File: config.mk
export PLATFORM = sky130hd
export DESIGN_NAME = serial_frame_deframer_unit
export DESIGN_NICKNAME = d
export VERILOG_FILES = /design/src/hdl/sdf_pkg.sv /design/src/hdl/serial_frame_deframer_unit.sv
export SDC_FILE = /design/constraint.sdc
export NUM_CORES = 1
export LEC_CHECK = 0
export ABC_CLOCK_PERIOD_IN_PS = 5400
export BUFFER_PORTS_ARGS = -buffer_cell sky130_fd_sc_hd__buf_4
export CAP_MARGIN = 20
export CORE_UTILIZATION = 40
export DETAILED_ROUTE_END_ITERATION = 12
export PLACE_DENSITY = 0.57
export SLEW_MARGIN = 0
export SYNTH_ARGS = -nofsm -noshare
export SYNTH_HDL_FRONTEND = slang
export SYNTH_SLANG_ARGS = --single-unit
File: constraint.sdc
create_clock -name clock -period 5.4 [get_ports clock]
set_input_delay 1.08 -clock clock [delete_from_list [all_inputs] [get_ports clock]]
set_output_delay 1.08 -clock clock [all_outputs]
set_load 0.05 [all_outputs]
File: src/hdl/sdf_pkg.sv
// Shared constants for the serial frame deframer: sync bytes, parser
// phase codes and result event codes. No dependencies.
`timescale 1ns / 1ps

package sdf_pkg;

   localparam int unsigned BYTE_W  = 8;
   localparam int unsigned LEN_W   = 16;
   localparam int unsigned EVENT_W = 2;
   localparam int unsigned PHASE_W = 3;

   localparam logic [BYTE_W-1:0] SYNC_A = 8'h55;
   localparam logic [BYTE_W-1:0] SYNC_B = 8'hAA;
   localparam logic [BYTE_W-1:0] SYNC_C = 8'h42;

   localparam logic [LEN_W-1:0] TIMEOUT_RESET = 16'd1000;
   localparam logic [LEN_W-1:0] COUNT_MAX     = 16'hFFFF;

   // parser phases
   localparam logic [PHASE_W-1:0] PH_SYNC_A = 3'd0;
   localparam logic [PHASE_W-1:0] PH_SYNC_B = 3'd1;
   localparam logic [PHASE_W-1:0] PH_SYNC_C = 3'd2;
   localparam logic [PHASE_W-1:0] PH_LEN_LO = 3'd3;
   localparam logic [PHASE_W-1:0] PH_LEN_HI = 3'd4;
   localparam logic [PHASE_W-1:0] PH_DATA   = 3'd5;

   // input kinds
   localparam logic KIND_BYTE = 1'b0;
   localparam logic KIND_TICK = 1'b1;

   // result events
   localparam logic [EVENT_W-1:0] EV_DATA  = 2'd0;
   localparam logic [EVENT_W-1:0] EV_EMPTY = 2'd1;
   localparam logic [EVENT_W-1:0] EV_SYNC  = 2'd2;
   localparam logic [EVENT_W-1:0] EV_TRUNC = 2'd3;

endpackage

File: src/hdl/serial_frame_deframer_unit.sv
// Serial frame deframer top level: parser state, timeout counter and
// result register. Depends on sdf_pkg.
`timescale 1ns / 1ps

//  channel | direction | handshake             | payload
//  req     | in        | req_valid / req_stall | req_kind, req_byte_in
//  rsp     | out       | rsp_valid / rsp_stall | rsp_event_res .. rsp_received_count
//  csr     | in        | csr_wr_en             | csr_wr_data (idle timeout ticks)
//
// One item per cycle while req_stall is low: each transfer on req is parsed
// in the cycle it arrives and its result, if any, is in the rsp register on
// the next cycle.
// req_stall is raised only while a held result waits under rsp_stall.
// Reset is synchronous, active high; it clears the parser and loads the
// idle timeout with 1000 ticks. Frames use sync 55 AA 42 and a 16-bit
// little-endian length.

module serial_frame_deframer_unit
   import sdf_pkg::*;
(
   input  logic                clock,
   input  logic                reset,
   // input channel
   input  logic                req_valid,
   output logic                req_stall,
   input  logic                req_kind,
   input  logic [BYTE_W-1:0]   req_byte_in,
   // result channel
   output logic                rsp_valid,
   input  logic                rsp_stall,
   output logic [EVENT_W-1:0]  rsp_event_res,
   output logic [BYTE_W-1:0]   rsp_payload_byte,
   output logic                rsp_last,
   output logic [LEN_W-1:0]    rsp_expected_length,
   output logic [LEN_W-1:0]    rsp_received_count,
   // configuration
   input  logic                csr_wr_en,
   input  logic [LEN_W-1:0]    csr_wr_data
);

   // parser state
   logic [PHASE_W-1:0] phase_ff,     phase_in;
   logic [LEN_W-1:0]   frame_len_ff, frame_len_in;
   logic [LEN_W-1:0]   rcv_cnt_ff,   rcv_cnt_in;
   logic [LEN_W-1:0]   idle_cnt_ff,  idle_cnt_in;
   logic [LEN_W-1:0]   timeout_ff;

   // result register
   logic               rsp_valid_ff, rsp_valid_in;
   logic [EVENT_W-1:0] ev_ff;
   logic [BYTE_W-1:0]  pbyte_ff;
   logic               last_ff;
   logic [LEN_W-1:0]   exp_len_ff;
   logic [LEN_W-1:0]   rcv_out_ff;

   // result of the current item
   logic               res_valid;
   logic [EVENT_W-1:0] res_ev;
   logic [BYTE_W-1:0]  res_byte;
   logic               res_last;
   logic [LEN_W-1:0]   res_exp;
   logic [LEN_W-1:0]   res_rcv;

   logic               req_accept;
   logic               in_frame;
   logic [LEN_W-1:0]   idle_inc;
   logic [LEN_W-1:0]   rcv_inc;
   logic [LEN_W-1:0]   len_full;

   // the held result blocks new items only while it is stalled
   assign req_stall  = rsp_valid_ff & rsp_stall;
   assign req_accept = req_valid & ~req_stall;

   // unused phase codes behave as the first sync phase
   assign in_frame = (phase_ff == PH_SYNC_B) || (phase_ff == PH_SYNC_C) ||
                     (phase_ff == PH_LEN_LO) || (phase_ff == PH_LEN_HI) ||
                     (phase_ff == PH_DATA);

   assign idle_inc = (idle_cnt_ff < COUNT_MAX) ? idle_cnt_ff + 1'b1 : idle_cnt_ff;
   assign rcv_inc  = rcv_cnt_ff + 1'b1;
   assign len_full = {req_byte_in, frame_len_ff[BYTE_W-1:0]};

   always_comb begin
      phase_in     = phase_ff;
      frame_len_in = frame_len_ff;
      rcv_cnt_in   = rcv_cnt_ff;
      idle_cnt_in  = idle_cnt_ff;
      res_valid    = 1'b0;
      res_ev       = EV_DATA;
      res_byte     = '0;
      res_last     = 1'b0;
      res_exp      = '0;
      res_rcv      = '0;

      if (req_kind == KIND_TICK) begin
         if (in_frame) begin
            idle_cnt_in = idle_inc;
            // a zero timeout acts as one since idle_inc is at least one here
            if (idle_inc >= timeout_ff) begin
               res_valid = 1'b1;
               res_ev    = EV_TRUNC;
               if (phase_ff == PH_DATA) begin
                  res_exp = frame_len_ff;
                  res_rcv = rcv_cnt_ff;
               end
               phase_in     = PH_SYNC_A;
               frame_len_in = '0;
               rcv_cnt_in   = '0;
               idle_cnt_in  = '0;
            end
         end else begin
            idle_cnt_in = '0;
         end
      end else begin
         idle_cnt_in = '0;
         case (phase_ff)
            PH_SYNC_B: begin
               if (req_byte_in == SYNC_B) begin
                  phase_in = PH_SYNC_C;
               end else begin
                  res_valid    = 1'b1;
                  res_ev       = EV_SYNC;
                  res_byte     = req_byte_in;
                  phase_in     = PH_SYNC_A;
                  frame_len_in = '0;
                  rcv_cnt_in   = '0;
               end
            end
            PH_SYNC_C: begin
               if (req_byte_in == SYNC_C) begin
                  phase_in = PH_LEN_LO;
               end else begin
                  res_valid    = 1'b1;
                  res_ev       = EV_SYNC;
                  res_byte     = req_byte_in;
                  phase_in     = PH_SYNC_A;
                  frame_len_in = '0;
                  rcv_cnt_in   = '0;
               end
            end
            PH_LEN_LO: begin
               frame_len_in = {{(LEN_W-BYTE_W){1'b0}}, req_byte_in};
               phase_in     = PH_LEN_HI;
            end
            PH_LEN_HI: begin
               rcv_cnt_in = '0;
               if (len_full == '0) begin
                  res_valid    = 1'b1;
                  res_ev       = EV_EMPTY;
                  phase_in     = PH_SYNC_A;
                  frame_len_in = '0;
               end else begin
                  frame_len_in = len_full;
                  phase_in     = PH_DATA;
               end
            end
            PH_DATA: begin
               res_valid = 1'b1;
               res_ev    = EV_DATA;
               res_byte  = req_byte_in;
               if (rcv_inc >= frame_len_ff) begin
                  res_last     = 1'b1;
                  phase_in     = PH_SYNC_A;
                  frame_len_in = '0;
                  rcv_cnt_in   = '0;
               end else begin
                  rcv_cnt_in = rcv_inc;
               end
            end
            default: begin
               if (req_byte_in == SYNC_A) begin
                  phase_in = PH_SYNC_B;
               end else begin
                  res_valid = 1'b1;
                  res_ev    = EV_SYNC;
                  res_byte  = req_byte_in;
                  phase_in  = PH_SYNC_A;
               end
            end
         endcase
      end
   end

   // a result stays until taken; a new one loads only on an accepted item
   assign rsp_valid_in = (req_accept & res_valid) | (rsp_valid_ff & rsp_stall);

   always_ff @(posedge clock) begin
      if (reset) begin
         phase_ff     <= PH_SYNC_A;
         frame_len_ff <= '0;
         rcv_cnt_ff   <= '0;
         idle_cnt_ff  <= '0;
         timeout_ff   <= TIMEOUT_RESET;
         rsp_valid_ff <= 1'b0;
      end else begin
         if (req_accept) begin
            phase_ff     <= phase_in;
            frame_len_ff <= frame_len_in;
            rcv_cnt_ff   <= rcv_cnt_in;
            idle_cnt_ff  <= idle_cnt_in;
         end
         if (csr_wr_en) begin
            timeout_ff <= csr_wr_data;
         end
         rsp_valid_ff <= rsp_valid_in;
      end
   end

   // result payload, no reset needed
   always_ff @(posedge clock) begin
      if (req_accept & res_valid) begin
         ev_ff      <= res_ev;
         pbyte_ff   <= res_byte;
         last_ff    <= res_last;
         exp_len_ff <= res_exp;
         rcv_out_ff <= res_rcv;
      end
   end

   assign rsp_valid           = rsp_valid_ff;
   assign rsp_event_res       = ev_ff;
   assign rsp_payload_byte    = pbyte_ff;
   assign rsp_last            = last_ff;
   assign rsp_expected_length = exp_len_ff;
   assign rsp_received_count  = rcv_out_ff;

endmodule

# Word-level counts from Yosys, hierarchy flattened
# Index checks and enable logic that the tools add are counted.
# classes
n_addsub,2
order_cmp,3
eq_ne,14
muxes,45
n_bitwise,6
n_reduce_logical,15
# ops
cell,n
16-bit two-way mux,13
16-bit one-hot mux with 5 select lines,1
16-bit one-hot mux with 4 select lines,1
"16-bit by 1-bit adder with 16-bit output, second input constant",2
16-bit >= comparator,2
8-bit one-hot mux with 4 select lines,1
8-bit two-way mux,3
"8-bit by 7-bit equality test with 1-bit output, second input constant",2
16-bit zero test,1
"16-bit less-than comparator, second input constant",1
2-bit two-way mux,8
3-bit two-way mux,5
3-bit one-hot mux with 5 select lines,1
1-bit two-way mux,10
"8-bit equality test, second input constant",1
2-bit one-hot mux with 4 select lines,1
4-bit AND reduction,2
8-bit AND reduction,1
7-bit AND reduction,1
"3-bit by 2-bit equality test with 1-bit output, second input constant",2
"3-bit equality test, second input constant",2
"3-bit by 2-bit != test with 1-bit output, second input constant",2
"3-bit != test, second input constant",2
6-bit AND reduction,1
10 further kinds,19
# totals
regBits,111
in_bits,30
output_inout_bits,45
word_cells,97

# Depth between registers and ports, before layout
# Gate-level depths: netlist of run 1.
# depth
word_depth,9
depth_mapped,16
ltp_nobuf,14

# Worst setup path before layout of run 1
# OpenSTA, ideal clock, no wires.
# synth_path
kind,register -> register
start,register idle_cnt_ff[0]
end,"register ev_ff[0], in the netlist rsp_event_res[0], enable pin"
setup_time_ns,0.458
arrival_time_ns,5.211
t_required_ns,4.942
path_slack_ns,-0.268
path_stages_with_launch,16
n_path_buf,3
synth_period_minus_slack_ns,5.668
cell_sequence,dfxtp_1 > ha_1 > and4_1 > clkbuf_1 > and3_1 > nor3_2 > nand2_1 > xnor2_1 > ha_1 > nand2_1 > nor4_1 > a32oi_1 > a21o_1 > buf_2 > buf_2 > a21oi_1
# synth_via
elab_chain_cells,7
elab_cells_between_ends,8
cone_classes,add/sub: 1; order compare: 2; mux: 4; bitwise: 1
# synth_lines
item,line,rtl
start: declaration,serial_frame_deframer_unit.sv:45,"logic [LEN_W-1:0] idle_cnt_ff, idle_cnt_in;"
start signal: assignment,serial_frame_deframer_unit.sv:200,idle_cnt_ff <= idle_cnt_in;
16-bit by 1-bit adder with 16-bit output / 16-bit less-than comparator (equally long branches),serial_frame_deframer_unit.sv:79,assign idle_inc = (idle_cnt_ff < COUNT_MAX) ? idle_cnt_ff + 1'b1 : idle_cnt_ff;
16-bit two-way mux (*),serial_frame_deframer_unit.sv:79,
16-bit >= comparator (*),serial_frame_deframer_unit.sv:99,if (idle_inc >= timeout_ff) begin
1-bit two-way mux (*),serial_frame_deframer_unit.sv:99,
1-bit two-way mux (*),serial_frame_deframer_unit.sv:96,if (in_frame) begin
1-bit two-way mux (*),serial_frame_deframer_unit.sv:95,if (req_kind == KIND_TICK) begin
1-bit bitwise AND (*),serial_frame_deframer_unit.sv:211,if (req_accept & res_valid) begin
end signal: assignment,serial_frame_deframer_unit.sv:212,ev_ff <= res_ev;
end: declaration,serial_frame_deframer_unit.sv:50,logic [EVENT_W-1:0] ev_ff;
# Every way passes the cells marked *; elsewhere a longest branch is shown, timed or not.
# A chain may end at the register's enable or synchronous reset.

# Final worst setup path of run 1
# layout_path
start,register idle_cnt_ff[0]
end,"register rcv_out_ff[3], in the netlist rsp_received_count[3] (data pin)"
# layout_via
elab_chain_cells,4
elab_cells_between_ends,5
cone_classes,add/sub: 1; order compare: 2; mux: 1; reduce/logical: 1
# layout_lines
item,line,rtl
16-bit by 1-bit adder with 16-bit output / 16-bit less-than comparator (equally long branches),serial_frame_deframer_unit.sv:79,
16-bit two-way mux (*),serial_frame_deframer_unit.sv:79,
16-bit >= comparator (*),serial_frame_deframer_unit.sv:99,
4-bit AND reduction (no source line) (*),n/a,
end signal: assignment,serial_frame_deframer_unit.sv:216,rcv_out_ff <= res_rcv;
end: declaration,serial_frame_deframer_unit.sv:54,logic [LEN_W-1:0] rcv_out_ff;
# Marked as above.

==> out/summary.txt, run 1 <==
Initial detailed-routing violation count: 302
Data arrival time at the worst-slack endpoint: 4650 ps
Worst hold path type: reg -> reg
Switching power as a share of total power: 26.1%
Clock Tree Root: sky130_fd_sc_hd__clkbuf_16
LEAKAGE: 2.70 nW
Die Ht: 125 µm
VDD IR-drop max: 0.000163 V
Sort of element at the start of the critical path: register
Core ar.: 14700 µm²
Required time at the worst-slack endpoint: 5620 ps
DRC errors left: 5
Pin count of the biggest net entering global routing: 50
Number of storage elements in the synthesis netlist: 111
Count of fill cells added during filler insertion: 1440
Fraction of post-synthesis cell area in the top cell type by area: 22.3%
Proportion of synthesized chip area in sequential cells: 43.5%
Async set or reset register ratio after synthesis: 0%
Switching power of the nets: 0.000444 W
Distinct cells, synth: 67
# setup viols final: 0
H-Tree Level Count: 3
Routing usage on met2: 34.1%
Worst slack at placement: 961 ps
Cell Pwr Density: 242 nW/µm²
Cts repair resizes: 0
Number of global-route vias before repair: 4858
Cell at the slowest stage of the critical path: sky130_fd_sc_hd__nor2_1
Clock Sinks: 111
Number of nets in the synthesized netlist: 735
Layer with the highest usage after global routing: met2
Area of the die: 15700 µm²
Hold Slack: 461 ps
# Max-Cap Violations: 0
Accumulated negative setup slack: 0 ps
Count of warnings emitted by yosys: 0
Clock network fraction of design power: 37.6%
X dimension of the die: 125 µm
Antenna diodes: 0
Sequential cell fraction of total power: 52.6%
Actual transition at the worst max-transition pin: 855 ps
Final Power: 0.00170 W
Element type at the critical path end: register
Layout cell share with drive strength beyond 1: 15.7%
Share of total power in combinational logic: 9.8%
Initial cell density of the core: 41.5%
Clk_skew: 7.15 ps
Final hold violation count: 0
Signed area change from the synthesized netlist to the final layout: 15.4%
Leading post-synthesis cells by cell area: sky130_fd_sc_hd__dfxtp_1 22%, sky130_fd_sc_hd__edfxtp_1 21%, sky130_fd_sc_hd__ha_1 7.4%, sky130_fd_sc_hd__nand2_1 5.1%, sky130_fd_sc_hd__mux2i_1 3.6%
Final ANT Viol Nets: 0
Syn Std Cell Area: 6100 µm²
Critical path fanouts, max: 19
Clock insertion delay at the later pin of the skew report: 360 ps
Flop2flop setup slack: 970 ps
Pre-antenna DRT Iters: 9
Run status: complete, but fails checks
Number of buffers inserted during clock tree synthesis: 9
Site Rows: 44
Fin util: 47.9%
Pins Over Slew Limit: 0
Clock-pin slew reported for the worst setup and hold paths after clock tree synthesis: 80 ps
DR vias/cell: 5.53
HPWL after DPL: 10900 µm
Biggest cell delay along the critical path: 750 ps
Dominant synthesized flop cell: sky130_fd_sc_hd__dfxtp_1
Number of enable-type register cells in the synthesized netlist: 43
Worst slew margin relative to its limit: 42.6%
Top Family by Delay on Critical Path: simple AND/OR/NAND/NOR gates
Unrepaired setup endpoints after global routing: false
Number of hold-repair buffers added at the cts stage: 0
Aggregate global routing overflow: 0
Setup bufs post-CTS: 0
Overall fraction of global-route tracks in use: 20.0%
Int Pwr: 0.00126 W
Met1 global-route usage: 24.2%
Count of mapped cells out of synthesis: 669
Routed len/inst: 16.7 µm
Via count: 5039
GR Util met3: 4.49%
Final #Nets: 789
Count of buffers inserted at the top-level ports: 74
Peak clock frequency supported by timing: 226 MHz
Violated checks: DRC
Wire length of the first global-routing pass: 24600 µm
Cell accounting for the most synthesized area: sky130_fd_sc_hd__dfxtp_1
Total buffers and inverters traversed by the critical path: 0
Clock tree from TritonCTS: built
Number of antenna violations at the first check in global routing: 0
Per-instance average area after synthesis: 9.12 µm²
Number of buffers on the longest clock path: 2
Final period utilization: 82.0%
Final period demand of the worst path: 4430 ps
WS Path Type: reg -> reg
Chain of cells forming the critical path: ha_1, and4_1, and3_1, nor3_2, nand2_1, xnor2_1, ha_1, nand2_1, nor4_1, a32oi_1, a21o_1, nor2_1, and2_1
I/O pin count: 75
Fin worst setup slack: 971 ps
Weighted congestion reported at the end of routability-driven placement: 0.894
Total wire length after detailed routing: 15200 µm
==> layer usage <==
metal | share of wire, % | vias up
met1 | 43 | 2375
met2 | 49 | 130
met3 | 4.5 | 34
li1 | - | 2500
met4 | 2.8 | 0
met5 | 0 | -
==> placed cells by master (no fill, tap or decap), types with 14 or more instances in the layout <==
cell type                  count
sky130_fd_sc_hd__xnor2_1      14
sky130_fd_sc_hd__nor3_1       29
sky130_fd_sc_hd__a21oi_1      34
sky130_fd_sc_hd__nand3_1      29
sky130_fd_sc_hd__buf_4        75
sky130_fd_sc_hd__nand2_1      83
sky130_fd_sc_hd__o21ai_0      25
sky130_fd_sc_hd__inv_1        38
sky130_fd_sc_hd__dfxtp_1      68
sky130_fd_sc_hd__nor2_1       51
sky130_fd_sc_hd__edfxtp_1     43
sky130_fd_sc_hd__ha_1         36
sky130_fd_sc_hd__and2_1       26
sky130_fd_sc_hd__mux2i_1      22
==> metrics by stage <==
step | instance area, µm² | instances
3_3_place_gp | 6760 | 896
6_report | 7040 | 912
2_1_floorplan | 6100 | 669
5_1_grt | 7040 | 912
4_1_cts | 7040 | 912
3_5_place_dp | 6760 | 896
==> worst register-to-register path: stages (launching register included) <==
cell,delay [ps]
sky130_fd_sc_hd__dfxtp_1,370
sky130_fd_sc_hd__ha_1,280
sky130_fd_sc_hd__and4_1,280
sky130_fd_sc_hd__and3_1,250
sky130_fd_sc_hd__nor3_2,390
sky130_fd_sc_hd__nand2_1,160
sky130_fd_sc_hd__xnor2_1,150
sky130_fd_sc_hd__ha_1,300
sky130_fd_sc_hd__nand2_1,90
sky130_fd_sc_hd__nor4_1,280
sky130_fd_sc_hd__a32oi_1,250
sky130_fd_sc_hd__a21o_1,490
sky130_fd_sc_hd__nor2_1,750
sky130_fd_sc_hd__and2_1,250
==> Yosys cell counts, drive strengths merged (2+ instances only) <==
cell / number
nor4b: 3
inv: 38
a31o: 2
o31a: 2
a21oi: 35
and2: 26
nor2: 53
nand3: 29
nor2b: 2
nand2b: 8
edfxtp: 43
nor4: 6
a22oi: 12
a311oi: 2
nand2: 84
or3: 13
ha: 36
o31ai: 12
a211oi: 2
and3: 10
and4: 5
a2111o: 2
xnor2: 14
o21ai: 25
nand4: 11
xor2: 5
nor3: 31
o211ai: 6
mux2i: 22
buf: 12
clkbuf: 20
a21o: 2
a31oi: 6
or2: 3
dfxtp: 68
a211o: 2
==> worst paths after layout <==
| path | startpoint | end | cells after the start |
|---|---|---|---|
| setup / recovery | idle_cnt_ff[0] | rsp_received_count[3] | 13 |
| hold / removal | frame_len_ff[10] | frame_len_ff[10] | 2 |
| setup reg to reg | idle_cnt_ff[0] | rsp_received_count[3] | 13 |
| hold reg to reg | frame_len_ff[10] | frame_len_ff[10] | 2 |
==> state kept, by name (all words and copies together) (netlist names) <==
name and cells:
idle_cnt_ff 16, rsp_last 1, timeout_ff 16, phase_ff 3, rsp_payload_byte 8, rsp_received_count 16, rcv_cnt_ff 16, rsp_expected_length 16
frame_len_ff 16, rsp_valid 1, rsp_event_res 2
==> area by class of cell <==
class	count	area, µm²	area share, %
Sequential cell	111	2650	37.7
Clock inverter	7	53.8	0.764
Inverter	39	146	2.08
Timing Repair Buffer	75	563	8.00
Clock buffer	9	225	3.20
Multi-Input combinational cell	487	3170	45.0
Tap cell	184	230	3.27
==> power groups by stage <==
| stage | registers [W] | clock network, W | logic [W] |
|---|---|---|---|
| 5_1_grt | 0.000898 | 0.000691 | 0.000179 |
| 3_3_place_gp | 0.000915 | 0 | 0.000167 |
| 3_5_place_dp | 0.000915 | 0 | 0.000168 |
| 6_report | 0.000895 | 0.000641 | 0.000167 |
| 4_1_cts | 0.000896 | 0.000664 | 0.000169 |
| 2_1_floorplan | 0.000963 | 0 | 0.0000576 |
==> logic make-up after synthesis <==
| logic type | share of synthesized area [%] |
|---|---|
| xor+xnor | 2.73 |
| flops | 43.5 |
| simple gates | 24.1 |
| compound gates | 13.8 |
| fa+ha+maj | 7.39 |
| buf+inv | 4.72 |
| mux | 3.80 |
(Power assumes the default switching activity.)
==> run 2: changes to the inputs <==
Settings changed: ABC_CLOCK_PERIOD_IN_PS 5400 to 3700.
Clock period 5.4 ns to 3.7 ns, I/O delays scaled along.
==> run 2 against run 1 <==
- the flow still finishes with violations (DRC)
- clock-buffer cell count up 1
- final cell count up 5.5%
- register-to-register slack worse by 900 ps
- hold slack better by 3.6 ps
- clock power up 43%
- worst setup slack worse by 900 ps
- critical endpoint is now rsp_received_count[7]
- largest cell class unchanged
- largest power group unchanged
==> out/summary.txt, run 2 (synthesized netlist as in run 1, its figures left out) <==
Run status: complete, but fails checks
Violated checks: DRC
Post-Layout Cell Count: 962 (+5.5%)
Sort of element at the start of the critical path: register
Antenna diodes: 0 (unchanged)
Peak clock frequency supported by timing: 276 MHz (+22%)
Weighted congestion reported at the end of routability-driven placement: 0.924 (+3.4%)
Commonest non-fill, non-tap cell in the layout: sky130_fd_sc_hd__buf_4
Worst slew margin relative to its limit: 46.8% (+4.2 points)
Data arrival time at the worst-slack endpoint: 3700 ps (-950 ps)
Initial detailed-routing violation count: 348 (+15%)
Core ar.: 14700 µm² (unchanged)
Final period utilization: 98.0% (+16 points)
Total wire length after detailed routing: 16300 µm (+7.4%)
Hold Slack: 464 ps (+3.62 ps)
Site Rows: 44 (unchanged)
X dimension of the die: 125 µm (unchanged)
Initial cell density of the core: 41.5% (unchanged)
Post-route cell area: 7650 µm² (+8.7%)
Element type at the critical path end: register
Clock-pin slew reported for the worst setup and hold paths after clock tree synthesis: 80 ps (about the same)
Routed len/inst: 17.0 µm (+1.8%)
Final #Nets: 839 (+6.3%)
LEAKAGE: 2.99 nW (+11%)
I/O pin count: 75 (unchanged)
Unrepaired setup endpoints after global routing: true
Cell Pwr Density: 326 nW/µm² (+35%)
Number of global-route vias before repair: 5020 (+3.3%)
Area of the die: 15700 µm² (unchanged)
Clock Sinks: 111 (unchanged)
VDD IR-drop max: 0.000237 V (+46%)
Number of hold-repair buffers added at the cts stage: 0 (unchanged)
Clock tree from TritonCTS: built
Number of buffers inserted during clock tree synthesis: 9 (unchanged)
Count of fill cells added during filler insertion: 1383 (-4.0%)
Signed area change from the synthesized netlist to the final layout: 25.4%
DR vias/cell: 5.44 (-1.5%)
Pins Over Slew Limit: 0 (unchanged)
Final ANT Viol Nets: 0 (unchanged)
Layout cell share with drive strength beyond 1: 23.9% (+8.2 points)
Placed cells: 928 (+3.6%)
Number of antenna violations at the first check in global routing: 0 (unchanged)
Count of buffers inserted at the top-level ports: 74 (unchanged)
Wire length of the first global-routing pass: 25400 µm (+3.2%)
Via count: 5238 (+3.9%)
DRC errors left: 9 (+4)
Overall fraction of global-route tracks in use: 20.5% (+0.48 points)
Aggregate global routing overflow: 0 (unchanged)
Number of buffers on the longest clock path: 2 (unchanged)
Worst hold path type: reg -> reg
Required time at the worst-slack endpoint: 3770 ps (-1850 ps)
Sequential cell area: 2670 µm² (+0.47%)
Final period demand of the worst path: 3620 ps (-804 ps)
WS Path Type: reg -> reg
Clock Tree Root: sky130_fd_sc_hd__clkbuf_16
Actual transition at the worst max-transition pin: 792 ps (-63.2 ps)
H-Tree Level Count: 3 (unchanged)
Final Power: 0.00250 W (+47%)
HPWL after DPL: 11500 µm (+5.2%)
Pin count of the biggest net entering global routing: 50 (unchanged)
Die Ht: 125 µm (unchanged)
# Max-Cap Violations: 0 (unchanged)
# setup viols final: 0 (unchanged)
Pre-antenna DRT Iters: 10 (+1)
Multi-input logic area: 3280 µm² (+3.6%)
Clock insertion delay at the later pin of the skew report: 360 ps (about the same)
Final hold violation count: 0 (unchanged)
Accumulated negative setup slack: 0 ps (unchanged)
Most used cells in the layout excluding fill and tap cells: 114 x sky130_fd_sc_hd__buf_4, 81 x sky130_fd_sc_hd__nand2_1, 64 x sky130_fd_sc_hd__dfxtp_1
DP Area: 7100 µm² (+5.0%)
Critical path fanouts, max: 8 (-11)
Clk_skew: 8.00 ps (+0.856 ps)
run 2: cell count changes in the layout (fill, tap and decap cells not counted), sizes merged:
| cell | delta |
|---|---|
| clkinv | +2 |
| buf | +48 |
| clkbuf | +3 |
| inv | -3 |
run 2: cell type report:
class / count / area share [%]
Sequential cell: 111 / 34.8
Clock buffer: 10 / 2.99
Multi-Input combinational cell: 487 / 42.9
Timing Repair Buffer: 125 / 13.8
Tap cell: 184 / 3.01
Clock inverter: 6 / 0.474
Inverter: 39 / 1.91
run 2: per-layer routing:
| layer | vias to the layer above | routed length [µm] | track usage (%) |
|---|---|---|---|
| li1 | 2609 | - | - |
| met1 | 2455 | 7170 | 25.7 |
| met5 | - | 0 | 0 |
| met4 | 0 | 372 | 8.68 |
| met2 | 150 | 8070 | 35.3 |
| met3 | 24 | 715 | 2.78 |
run 2: worst max-delay path: stages (launching register included):
cell                        delay, ps
sky130_fd_sc_hd__dfxtp_4          370
sky130_fd_sc_hd__ha_4             180
sky130_fd_sc_hd__and4_4           180
sky130_fd_sc_hd__and3_4           200
sky130_fd_sc_hd__nor3_4           360
sky130_fd_sc_hd__nand2_2          130
sky130_fd_sc_hd__xnor2_1          150
sky130_fd_sc_hd__ha_1             320
sky130_fd_sc_hd__nand2_2          100
sky130_fd_sc_hd__nor4_4           300
sky130_fd_sc_hd__a32oi_2          200
sky130_fd_sc_hd__a21o_1           260
sky130_fd_sc_hd__buf_6            150
sky130_fd_sc_hd__a21oi_4          140
sky130_fd_sc_hd__buf_12           150
sky130_fd_sc_hd__clkbuf_16        160
run 2: repair_timing:
item                                   4_1_cts  5_1_grt
pin swaps                                    1       13
resized for setup                            2       23
setup endpoints to repair                   26      105
setup buffers                                1       13
cloned                                       0        4
endpoints found under the hold margin        0        0
run 2: final timing paths:
kind	endpoint	depth (start not counted)	slack, ps	startpoint
worst max-delay path	rsp_received_count[7]	15	80	idle_cnt_ff[1]
worst min-delay path	frame_len_ff[12]	2	460	frame_len_ff[12]
worst max register to register	rsp_received_count[7]	15	80	idle_cnt_ff[1]
worst min register to register	frame_len_ff[12]	2	460	frame_len_ff[12]
run 2: stage by stage:
stage | util [%] | worst slack [ps]
floorplan | - | -224
global placement | 48.3 | 44.2
detailed placement | 48.3 | -61.7
CTS | 50.2 | 15.5
global route | 52.0 | -96.7
finish | 52.0 | 75.1
run 2: where the power goes:
group	internal, W	switching [W]	total, W
Combinational	0.0000985	0.000181	0.000280
Sequential	0.00129	0.00000935	0.00130
Clock	0.000456	0.000458	0.000914
Total	0.00185	0.000648	0.00250
==> run 3: changes to the inputs <==
Settings changed: CORE_UTILIZATION 40 to 52, PLACE_DENSITY 0.57 to 0.71, SKIP_CTS_REPAIR_TIMING from default to 1.
==> run 3 against run 2 <==
- the flow now finishes without violations
- total power grew 4.4%
- routed wire length shrank 5.5%
- maximum frequency shrank 0.22%
- clock-buffer cell count is the same
- critical path depth is the same
- combinational power shrank 7.9%
- critical endpoint is now frame_len_ff[1]
- highest routed layer unchanged
==> out/summary.txt, run 3 (synthesized netlist as in run 1, its figures left out) <==
Run status: complete, no violations
Post-route cell area: 7450 µm² (-2.6%)
Placed cells: 878 (-5.4%)
Sequential cell fraction of total power: 50.1% (-2.1 points)
Pins Over Slew Limit: 0 (unchanged)
Count of buffers inserted at the top-level ports: 74 (unchanged)
Worst Reg2Reg Path Length in Cells: 15 (unchanged)
Pin count of the biggest net entering global routing: 50 (unchanged)
Element type at the critical path end: register
Initial detailed-routing violation count: 312 (-10%)
Clock insertion delay at the later pin of the skew report: 360 ps (about the same)
Via count: 5316 (+1.5%)
DR vias/cell: 5.88 (+8.0%)
Aggregate global routing overflow: 0 (unchanged)
Weighted congestion reported at the end of routability-driven placement: 0.900 (-2.5%)
Final ANT Viol Nets: 0 (unchanged)
Cell Pwr Density: 350 nW/µm² (+7.2%)
Peak clock frequency supported by timing: 275 MHz (-0.22%)
Int Pwr: 0.00194 W (+4.9%)
Site Rows: 39 (-11%)
Post-Layout Cell Count: 904 (-6.0%)
Worst path most repeated cell: sky130_fd_sc_hd__and3_4
Cell at the slowest stage of the critical path: sky130_fd_sc_hd__or3_1
X dimension of the die: 110 µm (-12%)
Final period utilization: 98.2% (+0.22 points)
Count of fill cells added during filler insertion: 946 (-32%)
Clock Tree Root: sky130_fd_sc_hd__clkbuf_16
Required time at the worst-slack endpoint: 3960 ps (+190 ps)
Number of buffers on the longest clock path: 2 (unchanged)
Hold Slack: 471 ps (+6.91 ps)
Final hold violation count: 0 (unchanged)
Number of antenna violations at the first check in global routing: 0 (unchanged)
DRC errors left: 0 (-9)
Antenna diodes: 0 (unchanged)
Worst slack at placement: -11.4 ps (+50.2 ps)
Fin util: 65.3% (+13 points)
VDD IR-drop max: 0.000244 V (+2.7%)
Area of the die: 12200 µm² (-23%)
Total wire length after detailed routing: 15400 µm (-5.5%)
Overall fraction of global-route tracks in use: 26.6% (+6.1 points)
Core ar.: 11400 µm² (-22%)
Share of total power in combinational logic: 9.9% (-1.3 points)
Clock tree from TritonCTS: built
Initial cell density of the core: 53.4% (+12 points)
Most used cells in the layout excluding fill and tap cells: 104 x sky130_fd_sc_hd__buf_4, 82 x sky130_fd_sc_hd__nand2_1, 63 x sky130_fd_sc_hd__dfxtp_1
Cell count of the worst hold path: 2 (unchanged)
Commonest non-fill, non-tap cell in the layout: sky130_fd_sc_hd__buf_4
Wire length of the first global-routing pass: 24800 µm (-2.4%)
Data arrival time at the worst-slack endpoint: 3900 ps (+200 ps)
DP Area: 6950 µm² (-2.0%)
HPWL after DPL: 11000 µm (-4.2%)
Critical path fanouts, max: 6 (-2)
Fin worst setup slack: 67.1 ps (-8.07 ps)
Layout cell share with drive strength beyond 1: 22.5% (-1.4 points)
WS Path Type: reg -> reg
Actual transition at the worst max-transition pin: 737 ps (-55.3 ps)
Final #Nets: 822 (-2.0%)
Number of buffers inserted during clock tree synthesis: 9 (unchanged)
Final period demand of the worst path: 3630 ps (+8.07 ps)
Clock network fraction of design power: 40.1% (+3.5 points)
Switching power of the nets: 0.000668 W (+3.1%)
# Max-Cap Violations: 0 (unchanged)
Unrepaired setup endpoints after global routing: true
Worst hold path type: reg -> reg
Pre-antenna DRT Iters: 5 (-5)
Switching power as a share of total power: 25.6% (-0.33 points)
H-Tree Level Count: 3 (unchanged)
Biggest cell delay along the critical path: 380 ps (about the same)
Sort of element at the start of the critical path: register
Chain of cells forming the critical path: and4_4, and3_4, and3_4, nor3_4, buf_4, xor2_1, ha_1, nand4_1, nor4_4, a32oi_4, a22oi_4, o311ai_4, buf_6, or3_1, o31ai_2
LEAKAGE: 2.92 nW (-2.3%)
Number of global-route vias before repair: 5023 (+0.060%)
Clock Sinks: 111 (unchanged)
# setup viols final: 0 (unchanged)
Clock-pin slew reported for the worst setup and hold paths after clock tree synthesis: 80 ps (about the same)
Clk_skew: 11.0 ps (+2.98 ps)
Worst slew margin relative to its limit: 50.5% (+3.7 points)
Routed len/inst: 17.1 µm (+0.58%)
Die Ht: 110 µm (-12%)
Signed area change from the synthesized netlist to the final layout: 22.2%
I/O pin count: 75 (unchanged)
[run 3: cell count changes in the layout (fill, tap and decap cells not counted), sizes merged]
cell	previous run	this run
clkinv	6	3
bufinv	0	1
inv	39	41
clkbuf	12	10
buf	123	108
[run 3: cell type report]
cell class,instances,area (µm²),share of cell area [%]
multi-input combinational,487,3300,44.2
clock buffer,10,239,3.21
sequential,111,2670,35.8
timing repair buffer,108,843,11.3
tap,143,179,2.40
clock inverter,6,83.8,1.12
inverter,39,146,1.96
[run 3: power groups by stage]
stage          combinational, W  clock (W)  sequential, W
2_1_floorplan         0.0000849          0        0.00141
3_3_place_gp           0.000249          0        0.00133
3_5_place_dp           0.000252          0        0.00134
4_1_cts                0.000253    0.00106        0.00131
5_1_grt                0.000275    0.00111        0.00131
6_report               0.000258    0.00104        0.00131
[run 3: per-layer routing]
layer	up-vias	track usage, %	part of all wire [%]
li1	2579	-	-
met1	2532	34.2	43
met2	177	45.1	50
met3	28	3.76	5.3
met4	0	10.1	2.0
met5	-	0	0
[run 3: final timing paths]
path,startpoint,to,slack [ps]
setup / recovery,idle_cnt_ff[9],frame_len_ff[1],70
hold reg to reg,frame_len_ff[11],frame_len_ff[11],470
setup reg to reg,idle_cnt_ff[9],frame_len_ff[1],70
hold / removal,frame_len_ff[11],frame_len_ff[11],470
[run 3: through the flow]
stage / total power [W] / setup TNS [ps]
CTS: 0.00262 / -678
finish: 0.00261 / 0
global placement: 0.00158 / 0
detailed placement: 0.00159 / -36.2
floorplan: 0.00149 / -9650
global route: 0.00269 / -710
[run 3: worst max-delay path, delay by kind of cell, from the launching register on]
family	cells	cell delay (ps)
xor gates and xnor gates	1	70
and+or+nand+nor	7	1710
DFF	1	350
AOI/OAI and AO/OA	4	720
buffers and inverters	2	370
adders and majority gates	1	330
